### src/rtl/core/scc_pkg.sv
// scc_pkg: shared types and constants for the SCC labeler.
// Used by scc_ctrl, scc_dp and scc_labeler_unit; no dependencies.
package scc_pkg;
  localparam int MaxNodes = 16;
  localparam int NodeW    = 4;
  localparam int CntW     = 5;

  typedef enum logic [3:0] {
    S_IDLE, S_START, S_SCAN, S_STEP, S_POP, S_RET, S_EMIT
  } scc_state_t;

  typedef enum logic [0:0] {
    REQ_LOAD = 1'b0,
    REQ_RUN  = 1'b1
  } req_type_t;

  // controller -> datapath commands
  typedef struct packed {
    logic load;    // write adjacency row
    logic init;    // begin run
    logic start;   // next root candidate
    logic step;    // examine successor of top frame
    logic pop;     // pop one node into component
    logic ret;     // return from top frame
    logic emit;    // present next result
  } scc_cmd_t;

  // datapath -> controller status
  typedef struct packed {
    logic root_done;   // all roots scanned
    logic root_new;    // current root unvisited
    logic has_child;   // top frame has another successor
    logic is_head;     // top frame is component head
    logic pop_last;    // popped node equals top
    logic frame_empty; // frame stack empty after return
    logic emit_last;   // last result
  } scc_stat_t;
endpackage

### src/rtl/core/scc_labeler_unit.sv
// scc_labeler_unit: top level of the SCC labeler.
// Depends on scc_pkg, scc_ctrl and scc_dp.
//
// Usage:
//  in_* stream carries requests. A load request (tuser=0) writes one adjacency
//  row; in_tready stays high while idle. A run request (tuser=1) performs
//  Tarjan's SCC search in the single-step search sequencer: root checks,
//  frame scans, successor visits, stack pops and frame returns, each a step.
//  Results then stream out one per node, one per cycle while out_tready is
//  high, out_tlast on the highest node; a stalled receiver holds the sequencer.
//  in_tready is low for the whole run. cfg_* writes node_count; the user must
//  do so only while idle, as the block does not enforce it. Reset: adjacency
//  cleared, node_count = 16, sequencer idle. No clearing pass. A node_count
//  of zero gives a run with no results.
module scc_labeler_unit (
  input  logic        clk,
  input  logic        rst_n,
  input  logic        in_tvalid,
  output logic        in_tready,
  input  logic [23:0] in_tdata,   // [3:0] node, [19:4] successors
  input  logic        in_tuser,   // req_type
  output logic        out_tvalid,
  input  logic        out_tready,
  output logic [7:0]  out_tdata,  // [3:0] out_node, [7:4] component
  output logic        out_tlast,
  input  logic        cfg_valid,
  output logic        cfg_ready,
  input  logic [4:0]  cfg_data
);
  import scc_pkg::*;

  logic [CntW-1:0] node_count_r;
  scc_cmd_t  cmd;
  scc_stat_t stat;
  logic busy, emitting, in_fire;
  logic [NodeW-1:0] res_node, res_comp;
  logic res_last, res_none;

  assign cfg_ready = 1'b1;
  // node count register
  always_ff @(posedge clk) begin
    if (!rst_n) node_count_r <= CntW'(MaxNodes);
    else if (cfg_valid) node_count_r <= cfg_data;
  end

  assign in_tready = !busy;
  assign in_fire   = in_tvalid && in_tready;

  scc_ctrl u_ctrl (
    .clk, .rst_n, .in_fire,
    .in_run   (in_tuser == REQ_RUN),
    .out_free (out_tready || res_none),
    .stat, .cmd, .busy, .emitting
  );

  scc_dp u_dp (
    .clk, .rst_n, .cmd,
    .ld_node    (in_tdata[3:0]),
    .ld_row     (in_tdata[19:4]),
    .node_count (node_count_r),
    .stat, .res_node, .res_comp, .res_last, .res_none
  );

  assign out_tvalid = emitting && !res_none;
  assign out_tdata  = {res_comp, res_node};
  assign out_tlast  = res_last;

  // no request taken during a run
  a_no_accept_busy: assert property (@(posedge clk) disable iff (!rst_n)
    busy |-> !in_fire) else $error("request accepted while busy");
  // results only after the search
  a_out_emit: assert property (@(posedge clk) disable iff (!rst_n)
    out_tvalid |-> emitting) else $error("result outside emit");
  // last result returns to idle
  a_last_idle: assert property (@(posedge clk) disable iff (!rst_n)
    (out_tvalid && out_tready && out_tlast) |=> !busy) else $error("no idle after last");
endmodule

### src/rtl/core/scc_ctrl.sv
// scc_ctrl: run sequencer state machine for the SCC labeler.
// Depends on scc_pkg; drives commands into scc_dp.
module scc_ctrl (
  input  logic              clk,
  input  logic              rst_n,
  input  logic              in_fire,
  input  logic              in_run,
  input  logic              out_free,
  input  scc_pkg::scc_stat_t stat,
  output scc_pkg::scc_cmd_t  cmd,
  output logic              busy,
  output logic              emitting
);
  import scc_pkg::*;

  scc_state_t state_r, state_nxt;

  // state register
  always_ff @(posedge clk) begin
    if (!rst_n) state_r <= S_IDLE;
    else        state_r <= state_nxt;
  end

  // next state
  always_comb begin
    state_nxt = state_r;
    case (state_r)
      S_IDLE:  if (in_fire && in_run) state_nxt = S_START;
      S_START: begin
        if (stat.root_done)     state_nxt = S_EMIT;
        else if (stat.root_new) state_nxt = S_SCAN;
      end
      S_SCAN:  state_nxt = stat.has_child ? S_STEP : (stat.is_head ? S_POP : S_RET);
      S_STEP:  state_nxt = S_SCAN;
      S_POP:   if (stat.pop_last) state_nxt = S_RET;
      S_RET:   state_nxt = stat.frame_empty ? S_START : S_SCAN;
      S_EMIT:  if (out_free && stat.emit_last) state_nxt = S_IDLE;
      default: state_nxt = S_IDLE;
    endcase
  end

  // command outputs
  always_comb begin
    cmd = '0;
    busy = 1'b1;
    emitting = 1'b0;
    case (state_r)
      S_IDLE:  begin
        busy = 1'b0;
        cmd.load = in_fire && !in_run;
        cmd.init = in_fire && in_run;
      end
      S_START: cmd.start = 1'b1;
      S_SCAN:  ;
      S_STEP:  cmd.step = 1'b1;
      S_POP:   cmd.pop = 1'b1;
      S_RET:   cmd.ret = 1'b1;
      S_EMIT:  begin
        emitting = 1'b1;
        cmd.emit = out_free;
      end
      default: ;
    endcase
  end
endmodule

### src/rtl/core/scc_dp.sv
// scc_dp: adjacency store, Tarjan stacks and label store.
// Depends on scc_pkg; steered by scc_ctrl commands.
module scc_dp (
  input  logic                        clk,
  input  logic                        rst_n,
  input  scc_pkg::scc_cmd_t           cmd,
  input  logic [scc_pkg::NodeW-1:0]   ld_node,
  input  logic [scc_pkg::MaxNodes-1:0] ld_row,
  input  logic [scc_pkg::CntW-1:0]    node_count,
  output scc_pkg::scc_stat_t          stat,
  output logic [scc_pkg::NodeW-1:0]   res_node,
  output logic [scc_pkg::NodeW-1:0]   res_comp,
  output logic                        res_last,
  output logic                        res_none
);
  import scc_pkg::*;

  logic [MaxNodes-1:0] adj_r [MaxNodes];
  logic [CntW-1:0]     ord_r [MaxNodes];
  logic [CntW-1:0]     low_r [MaxNodes];
  logic [NodeW-1:0]    lab_r [MaxNodes];
  logic [NodeW-1:0]    nstk_r [MaxNodes];
  logic [NodeW-1:0]    fnode_r [MaxNodes];
  logic [CntW-1:0]     fptr_r [MaxNodes];
  logic [MaxNodes-1:0] vis_r, onst_r, used_r;
  logic [CntW-1:0]     n_r, root_r, sp_r, fp_r, order_r, emit_r;
  logic [NodeW-1:0]    comp_r;

  logic [NodeW-1:0] top, child, popw, par;
  logic [CntW-1:0]  ptr;
  logic [MaxNodes-1:0] cand;
  logic             found;
  logic [CntW-1:0]  nclip;

  assign nclip = (node_count > CntW'(MaxNodes)) ? CntW'(MaxNodes) : node_count;
  assign top  = fnode_r[fp_r[NodeW-1:0] - NodeW'(1)];
  assign ptr  = fptr_r[fp_r[NodeW-1:0] - NodeW'(1)];
  assign par  = fnode_r[fp_r[NodeW-1:0] - NodeW'(2)];
  assign popw = nstk_r[sp_r[NodeW-1:0] - NodeW'(1)];

  // lowest successor at or above ptr
  always_comb begin
    cand  = adj_r[top] & used_r;
    found = 1'b0;
    child = '0;
    for (int j = MaxNodes - 1; j >= 0; j--) begin
      if (cand[j] && CntW'(j) >= ptr) begin
        found = 1'b1;
        child = NodeW'(j);
      end
    end
  end

  assign stat.root_done   = root_r >= n_r;
  assign stat.root_new    = !vis_r[root_r[NodeW-1:0]];
  assign stat.has_child   = found;
  assign stat.is_head     = low_r[top] == ord_r[top];
  assign stat.pop_last    = popw == top;
  assign stat.frame_empty = fp_r == CntW'(1);
  // an empty run ends its emit phase at once
  assign stat.emit_last   = res_none || (emit_r == n_r - CntW'(1));

  assign res_node = emit_r[NodeW-1:0];
  assign res_comp = lab_r[emit_r[NodeW-1:0]];
  assign res_last = stat.emit_last;
  assign res_none = n_r == '0;

  // adjacency store, reset to no edges
  always_ff @(posedge clk) begin
    if (!rst_n) begin
      for (int i = 0; i < MaxNodes; i++) adj_r[i] <= '0;
    end else if (cmd.load) begin
      adj_r[ld_node] <= ld_row;
    end
  end

  // search control
  always_ff @(posedge clk) begin
    if (!rst_n) begin
      vis_r <= '0; onst_r <= '0; sp_r <= '0; fp_r <= '0;
      root_r <= '0; order_r <= '0; comp_r <= '0; emit_r <= '0;
      n_r <= '0; used_r <= '0;
    end else begin
      if (cmd.init) begin
        n_r <= nclip;
        used_r <= MaxNodes'((32'd1 << nclip) - 32'd1);
        vis_r <= '0; onst_r <= '0; sp_r <= '0; fp_r <= '0;
        root_r <= '0; order_r <= '0; comp_r <= '0; emit_r <= '0;
      end
      if (cmd.start) begin
        if (root_r < n_r) begin
          if (!vis_r[root_r[NodeW-1:0]]) begin
            fnode_r[0] <= root_r[NodeW-1:0];
            fptr_r[0]  <= '0;
            fp_r <= CntW'(1);
            ord_r[root_r[NodeW-1:0]] <= order_r;
            low_r[root_r[NodeW-1:0]] <= order_r;
            nstk_r[sp_r[NodeW-1:0]] <= root_r[NodeW-1:0];
            sp_r <= sp_r + CntW'(1);
            order_r <= order_r + CntW'(1);
            vis_r[root_r[NodeW-1:0]]  <= 1'b1;
            onst_r[root_r[NodeW-1:0]] <= 1'b1;
          end
          root_r <= root_r + CntW'(1);
        end
      end
      if (cmd.step) begin
        fptr_r[fp_r[NodeW-1:0] - NodeW'(1)] <= CntW'(child) + CntW'(1);
        if (!vis_r[child]) begin
          fnode_r[fp_r[NodeW-1:0]] <= child;
          fptr_r[fp_r[NodeW-1:0]]  <= '0;
          fp_r <= fp_r + CntW'(1);
          ord_r[child] <= order_r;
          low_r[child] <= order_r;
          nstk_r[sp_r[NodeW-1:0]] <= child;
          sp_r <= sp_r + CntW'(1);
          order_r <= order_r + CntW'(1);
          vis_r[child]  <= 1'b1;
          onst_r[child] <= 1'b1;
        end else if (onst_r[child] && ord_r[child] < low_r[top]) begin
          low_r[top] <= ord_r[child];
        end
      end
      if (cmd.pop) begin
        sp_r <= sp_r - CntW'(1);
        onst_r[popw] <= 1'b0;
        lab_r[popw]  <= comp_r;
        if (popw == top) comp_r <= comp_r + NodeW'(1);
      end
      if (cmd.ret) begin
        fp_r <= fp_r - CntW'(1);
        if (fp_r > CntW'(1) && low_r[top] < low_r[par]) low_r[par] <= low_r[top];
      end
      if (cmd.emit) emit_r <= emit_r + CntW'(1);
    end
  end
endmodule

### config.mk
export PLATFORM = sky130hd
export DESIGN_NAME = scc_labeler_unit
export DESIGN_NICKNAME = d
export VERILOG_FILES = /design/src/rtl/core/scc_pkg.sv /design/src/rtl/core/scc_labeler_unit.sv /design/src/rtl/core/scc_ctrl.sv /design/src/rtl/core/scc_dp.sv
export SDC_FILE = /design/constraint.sdc
export NUM_CORES = 2
export LEC_CHECK = 0
export BUFFER_PORTS_ARGS = -buffer_cell sky130_fd_sc_hd__buf_2
export CORE_MARGIN = 2
export CORE_UTILIZATION = 40
export CTS_CLUSTER_SIZE = 10
export DETAILED_ROUTE_END_ITERATION = 7
export SKIP_CTS_REPAIR_TIMING = 1
export SLEW_MARGIN = 40
export SYNTH_ARGS = -nofsm -noshare
export SYNTH_HDL_FRONTEND = slang
export SYNTH_SLANG_ARGS = --single-unit
### constraint.sdc
create_clock -name clk -period 26.1 [get_ports clk]
set_input_delay 2.61 -clock clk [delete_from_list [all_inputs] [get_ports clk]]
set_output_delay 2.61 -clock clk [all_outputs]
set_load 0.005 [all_outputs]
==> metrics.md <==
| Metric | Value |
|---|---|
| Required time at the endpoint of the critical path | `26.36 ns` |
| Capturing element type of the critical path | `flop` |
| Kind of start point of the critical path | `flop` |
| Final instance area | `0.04267 mm2` |
| Die X-Extent | `roughly 310 um` |
| Number of global-route vias before repair | `25530` |
| Async S/R FF share, synth | `0` |
| Count of clock tree sinks | `between 700 and 800` |
| Max-slew violations | `0` |
| Category of the critical setup timing path | `flop to flop` |
| Placeable Area | `about 0.095 mm2` |
| Post-Syn Area | `0.03843 mm2` |
| Share of the synthesized area in the top cell type | `0.4751` |
| Main synth FF type | `sky130_fd_sc_hd__edfxtp_1` |
| Clk slew on worst S/H paths | `approximately 0.060 ns` |
| Synth area leaders | `sky130_fd_sc_hd__edfxtp_1 (48%), sky130_fd_sc_hd__dfxtp_1 (9.0%), sky130_fd_sc_hd__mux4_2 (7.4%), sky130_fd_sc_hd__mux2i_1 (4.6%), sky130_fd_sc_hd__and2_1 (4.5%)` |
| Layout Nets | `3319` |
| Via density per instance | `5.775` |
| Register share of total power | `0.416` |
| Vertical extent of the die | `between 300 and 400 um` |
| Maximum clock path buffer count | `3` |
| Footprint of the multi-input gates | `~0.016 mm2` |
| Transition at the pin with the smallest max-transition slack | `0.8473 ns` |
| Final Wtd Congestion | `0.8771` |
| Drt first-iter violations | `2736` |
| DR DRC count | `0` |
| Length of the first detailed-routing pass in iterations | `6` |
| Initial cell density of the core | `0.4039` |
| Result of the run | `completed` |
| Root buffer cell | `sky130_fd_sc_hd__clkbuf_16` |
| Combinational share of power | `0.230` |
| Total global-route track usage | `0.2174` |
| Total instance count after detailed placement | `4416` |
| Filler instances | `slightly below 9000` |
| RSZ-0062 raised after global routing | `no` |
| Total count of hold-check failures in the final report | `0` |
| Final-layout setup total negative slack | `0 ns` |
| Post-synthesis instance total | `3247` |
| Share of post-route cells with drive strength above 1 | `0.1391` |
| Share of total power consumed by net switching | `0.3127` |
| EDFF count, synth | `608` |
| Final min period | `12.52 ns` |
| Number of antenna-violating nets in the routed design | `0` |
| Total nets after synthesis | `between 3000 and 4000` |
| Post-synth top area cell | `sky130_fd_sc_hd__edfxtp_1` |
| Growth of design area from synthesis to finish | `11.03%` |
| Arrival time at the worst endpoint | `12.78 ns` |
| Number of port buffers | `41` |
| Standard-cell rows | `113` |
| Worst slew slack as a fraction of its limit | `0.4330` |
| Antenna violations before repair | `0` |
| Setup violators final | `0` |
| Final cycle utilization of the critical path | `0.4797` |
| Max_cap viols | `0` |
| Maximum fanout along the worst path | `approximately 100` |
| Sum of internal, switching and leakage power | `3296 uW` |
| Sequential element share of the synthesized area | `0.5652` |
| Number of buffers created by CTS | `91` |
| Count of yosys warnings during synthesis | `0` |
| Mean Syn Cell Area | `11.83 um2` |
| Pin count of the biggest net entering global routing | `102` |
| Achievable Freq | `0.07988 GHz` |
| Classification of the worst-slack hold path | `flop to flop` |
| CTS tree | `built` |
| Routed wirelength normalized by instance count | `23.57 um` |
| Final global-route overflow total | `0` |
| Switching power | `between 1000 and 1500 uW` |
| Worst IR Drop VDD | `0.05510 mV` |
| Number of top-level design ports | `47` |
| Cell internal power dissipation | `2265 uW` |
| Die ar. | `just under 0.1 mm2` |
| Cell leakage power | `0.01484 uW` |
| Number of flip-flops and latches in the synthesized netlist | `781` |
| Clk_skew | `0.04341 ns` |
| Clk_lat worst skew | `0.67 ns` |
| Power density over the cells | `77.25 mW/mm2` |
| Post-route non-filler standard cell count | `4565` |
| Hpwl dp | `70740 um` |
| Placement Cell Area | `around 0.04 mm2` |
| Wirelength, routed | `107600 um` |
| Vias post-DR | `approximately 26000` |
| First-pass GRT wire length | `162200 um` |
| Count of cell types in the netlist | `110` |
| Area used by sequential logic in the layout | `0.02173 mm2` |
| Power share of the clock group | `0.354` |
| Number of H-tree levels | `3` |
[flip-flops by register name, summed over array words and instances, names as in the netlist, named ones only]
signal / flops
u_dp.sp_r: 4
u_dp.emit_r: 5
u_dp.fp_r: 5
u_dp.ord_r: 80
u_dp.lab_r: 64
u_dp.comp_r: 4
u_dp.order_r: 5
u_dp.adj_r: 256
u_dp.used_r: 16
u_dp.fptr_r: 80
u_dp.fnode_r: 64
node_count_r: 5
u_dp.vis_r: 16
u_ctrl.state_r: 3
u_dp.n_r: 5
u_dp.nstk_r: 64
u_dp.low_r: 80
u_dp.onst_r: 16
u_dp.root_r: 5
[worst max-delay path, stage by stage (launching register included)]
cell	delay [ns]
sky130_fd_sc_hd__dfxtp_4	0.79
sky130_fd_sc_hd__inv_1	0.41
sky130_fd_sc_hd__ha_2	0.45
sky130_fd_sc_hd__buf_4	0.52
sky130_fd_sc_hd__mux4_2	0.33
sky130_fd_sc_hd__mux2i_1	0.15
sky130_fd_sc_hd__mux2i_4	0.23
sky130_fd_sc_hd__buf_12	0.46
sky130_fd_sc_hd__buf_4	0.66
sky130_fd_sc_hd__mux4_2	0.38
sky130_fd_sc_hd__a22oi_1	0.11
sky130_fd_sc_hd__a21oi_1	0.56
sky130_fd_sc_hd__nor2_1	0.24
sky130_fd_sc_hd__a2111oi_4	0.60
sky130_fd_sc_hd__a21o_4	0.60
sky130_fd_sc_hd__clkinv_2	0.66
sky130_fd_sc_hd__mux4_2	0.66
sky130_fd_sc_hd__a222oi_1	0.57
sky130_fd_sc_hd__ha_1	0.37
sky130_fd_sc_hd__a21oi_1	0.15
sky130_fd_sc_hd__nor2b_1	0.05
sky130_fd_sc_hd__o21ai_0	0.30
sky130_fd_sc_hd__o211ai_1	0.16
sky130_fd_sc_hd__or3_1	0.31
sky130_fd_sc_hd__or4_1	0.69
sky130_fd_sc_hd__o211a_1	0.32
sky130_fd_sc_hd__or2_1	0.37
sky130_fd_sc_hd__nor4_2	0.71
[synth_stat cells (5+ instances only)]
cell type / count
sky130_fd_sc_hd__a211oi_1: 27
sky130_fd_sc_hd__a21oi_1: 181
sky130_fd_sc_hd__a221oi_1: 5
sky130_fd_sc_hd__a311oi_1: 32
sky130_fd_sc_hd__a31oi_1: 29
sky130_fd_sc_hd__a32oi_1: 25
sky130_fd_sc_hd__and2_1: 277
sky130_fd_sc_hd__and3_1: 62
sky130_fd_sc_hd__buf_1: 23
sky130_fd_sc_hd__buf_2: 26
sky130_fd_sc_hd__buf_4: 19
sky130_fd_sc_hd__buf_6: 13
sky130_fd_sc_hd__clkbuf_1: 122
sky130_fd_sc_hd__dfxtp_1: 173
sky130_fd_sc_hd__edfxtp_1: 608
sky130_fd_sc_hd__ha_1: 39
sky130_fd_sc_hd__inv_1: 34
sky130_fd_sc_hd__mux2_2: 23
sky130_fd_sc_hd__mux2i_1: 176
sky130_fd_sc_hd__mux4_2: 126
sky130_fd_sc_hd__nand2_1: 362
sky130_fd_sc_hd__nand2b_1: 20
sky130_fd_sc_hd__nand3_1: 93
sky130_fd_sc_hd__nand3b_1: 7
sky130_fd_sc_hd__nand4_1: 14
sky130_fd_sc_hd__nor2_1: 325
sky130_fd_sc_hd__nor2b_1: 11
sky130_fd_sc_hd__nor3_1: 69
sky130_fd_sc_hd__nor3b_1: 7
sky130_fd_sc_hd__nor4_1: 14
sky130_fd_sc_hd__nor4b_2: 6
sky130_fd_sc_hd__o211ai_1: 12
sky130_fd_sc_hd__o21a_1: 6
sky130_fd_sc_hd__o21ai_0: 86
sky130_fd_sc_hd__o21ai_1: 6
sky130_fd_sc_hd__o22ai_1: 7
sky130_fd_sc_hd__or2_1: 6
sky130_fd_sc_hd__or2_2: 11
sky130_fd_sc_hd__or3_1: 9
sky130_fd_sc_hd__xnor2_1: 16
sky130_fd_sc_hd__xor2_1: 11
[placed cells by master, fill, tap and decap left out, types with 8 or more instances in the layout]
cell / count
sky130_fd_sc_hd__edfxtp_1: 608
sky130_fd_sc_hd__nand2_1: 362
sky130_fd_sc_hd__nor2_1: 320
sky130_fd_sc_hd__and2_1: 277
sky130_fd_sc_hd__a21oi_1: 181
sky130_fd_sc_hd__mux2i_1: 173
sky130_fd_sc_hd__dfxtp_1: 171
sky130_fd_sc_hd__mux4_2: 126
sky130_fd_sc_hd__clkbuf_16: 93
sky130_fd_sc_hd__nand3_1: 92
sky130_fd_sc_hd__o21ai_0: 71
sky130_fd_sc_hd__nor3_1: 68
sky130_fd_sc_hd__buf_4: 65
sky130_fd_sc_hd__and3_1: 62
sky130_fd_sc_hd__buf_2: 42
sky130_fd_sc_hd__ha_1: 38
sky130_fd_sc_hd__clkbuf_1: 38
sky130_fd_sc_hd__inv_1: 33
sky130_fd_sc_hd__a311oi_1: 32
sky130_fd_sc_hd__a31oi_1: 28
sky130_fd_sc_hd__a211oi_1: 27
sky130_fd_sc_hd__a32oi_1: 25
sky130_fd_sc_hd__mux2_2: 21
sky130_fd_sc_hd__nand2b_1: 16
sky130_fd_sc_hd__xnor2_1: 16
sky130_fd_sc_hd__nand4_1: 14
sky130_fd_sc_hd__o211ai_1: 12
sky130_fd_sc_hd__or2_2: 11
sky130_fd_sc_hd__nor2b_1: 10
sky130_fd_sc_hd__o21ai_1: 10
sky130_fd_sc_hd__xor2_1: 10
sky130_fd_sc_hd__or3_1: 9
sky130_fd_sc_hd__o21ai_2: 9
sky130_fd_sc_hd__nor4_2: 9
sky130_fd_sc_hd__nor4_1: 8
[routing by layer]
layer / share of wire / up-vias / track usage / wire length, um
met5: 0 / - / 0 / 0
met3: 0.073 / 185 / 0.03457 / 7887
met1: 0.44 / 13138 / 0.3069 / 46960
met4: 0.028 / 0 / 0.07025 / 3021
met2: 0.46 / 989 / 0.3434 / 49710
li1: - / 12049 / - / -
[power by group through the flow]
stage          Sequential (uW)  Combinational [uW]  Clock [uW]
6_report                  1370                 759        1170
5_1_grt                   1370                 810        1230
4_1_cts                   1370                 751        1190
3_5_place_dp              1400                 748           0
3_3_place_gp              1400                 741           0
2_1_floorplan             1390                 512           0
[worst paths after layout]
check | start | to | slack (ns) | cells past startpoint
max | u_dp.fp_r[0] | u_dp.low_r[4][2] | 13.58 | 27
max reg2reg | u_dp.fp_r[0] | u_dp.low_r[4][2] | 13.58 | 27
min reg2reg | u_dp.used_r[0] | u_dp.used_r[0] | 0.45 | 2
min | u_dp.used_r[0] | u_dp.used_r[0] | 0.45 | 2
[layout make-up]
class	instances	share of cell area
flip-flops and latches	781	0.5092
diodes	1	0.00005865
multi-input cells	2225	0.3707
well taps	1265	0.03710
clock inverters	12	0.003167
clock buffers	135	0.05918
inverters	37	0.003284
repair buffers	109	0.01730
[through the flow]
stage	utilization	hold slack, ns	worst slack (ns)
3_3_place_gp	0.4188	0.4374	13.54
6_report	0.4484	0.4485	13.58
5_1_grt	0.4484	0.4642	13.14
4_1_cts	0.4479	0.4486	13.72
3_5_place_dp	0.4200	0.4414	13.82
2_1_floorplan	-	0.4300	17.10
[kinds of logic (layout without fill, tap and decap cells)]
| family | after synthesis | count (layout) | share of synthesized area |
|---|---|---|---|
| AOI/OAI and AO/OA | 506 | 506 | 0.08807 |
| adders and majority gates | 39 | 39 | 0.01270 |
| and+or+nand+nor | 1318 | 1318 | 0.1686 |
| other | 1 | 2 | 0.00009758 |
| xor gates and xnor gates | 31 | 31 | 0.007847 |
| muxes | 330 | 330 | 0.1283 |
| DFF | 781 | 781 | 0.5652 |
| buffers and inverters | 241 | 293 | 0.02924 |
Power figures use the tool's default switching activity.
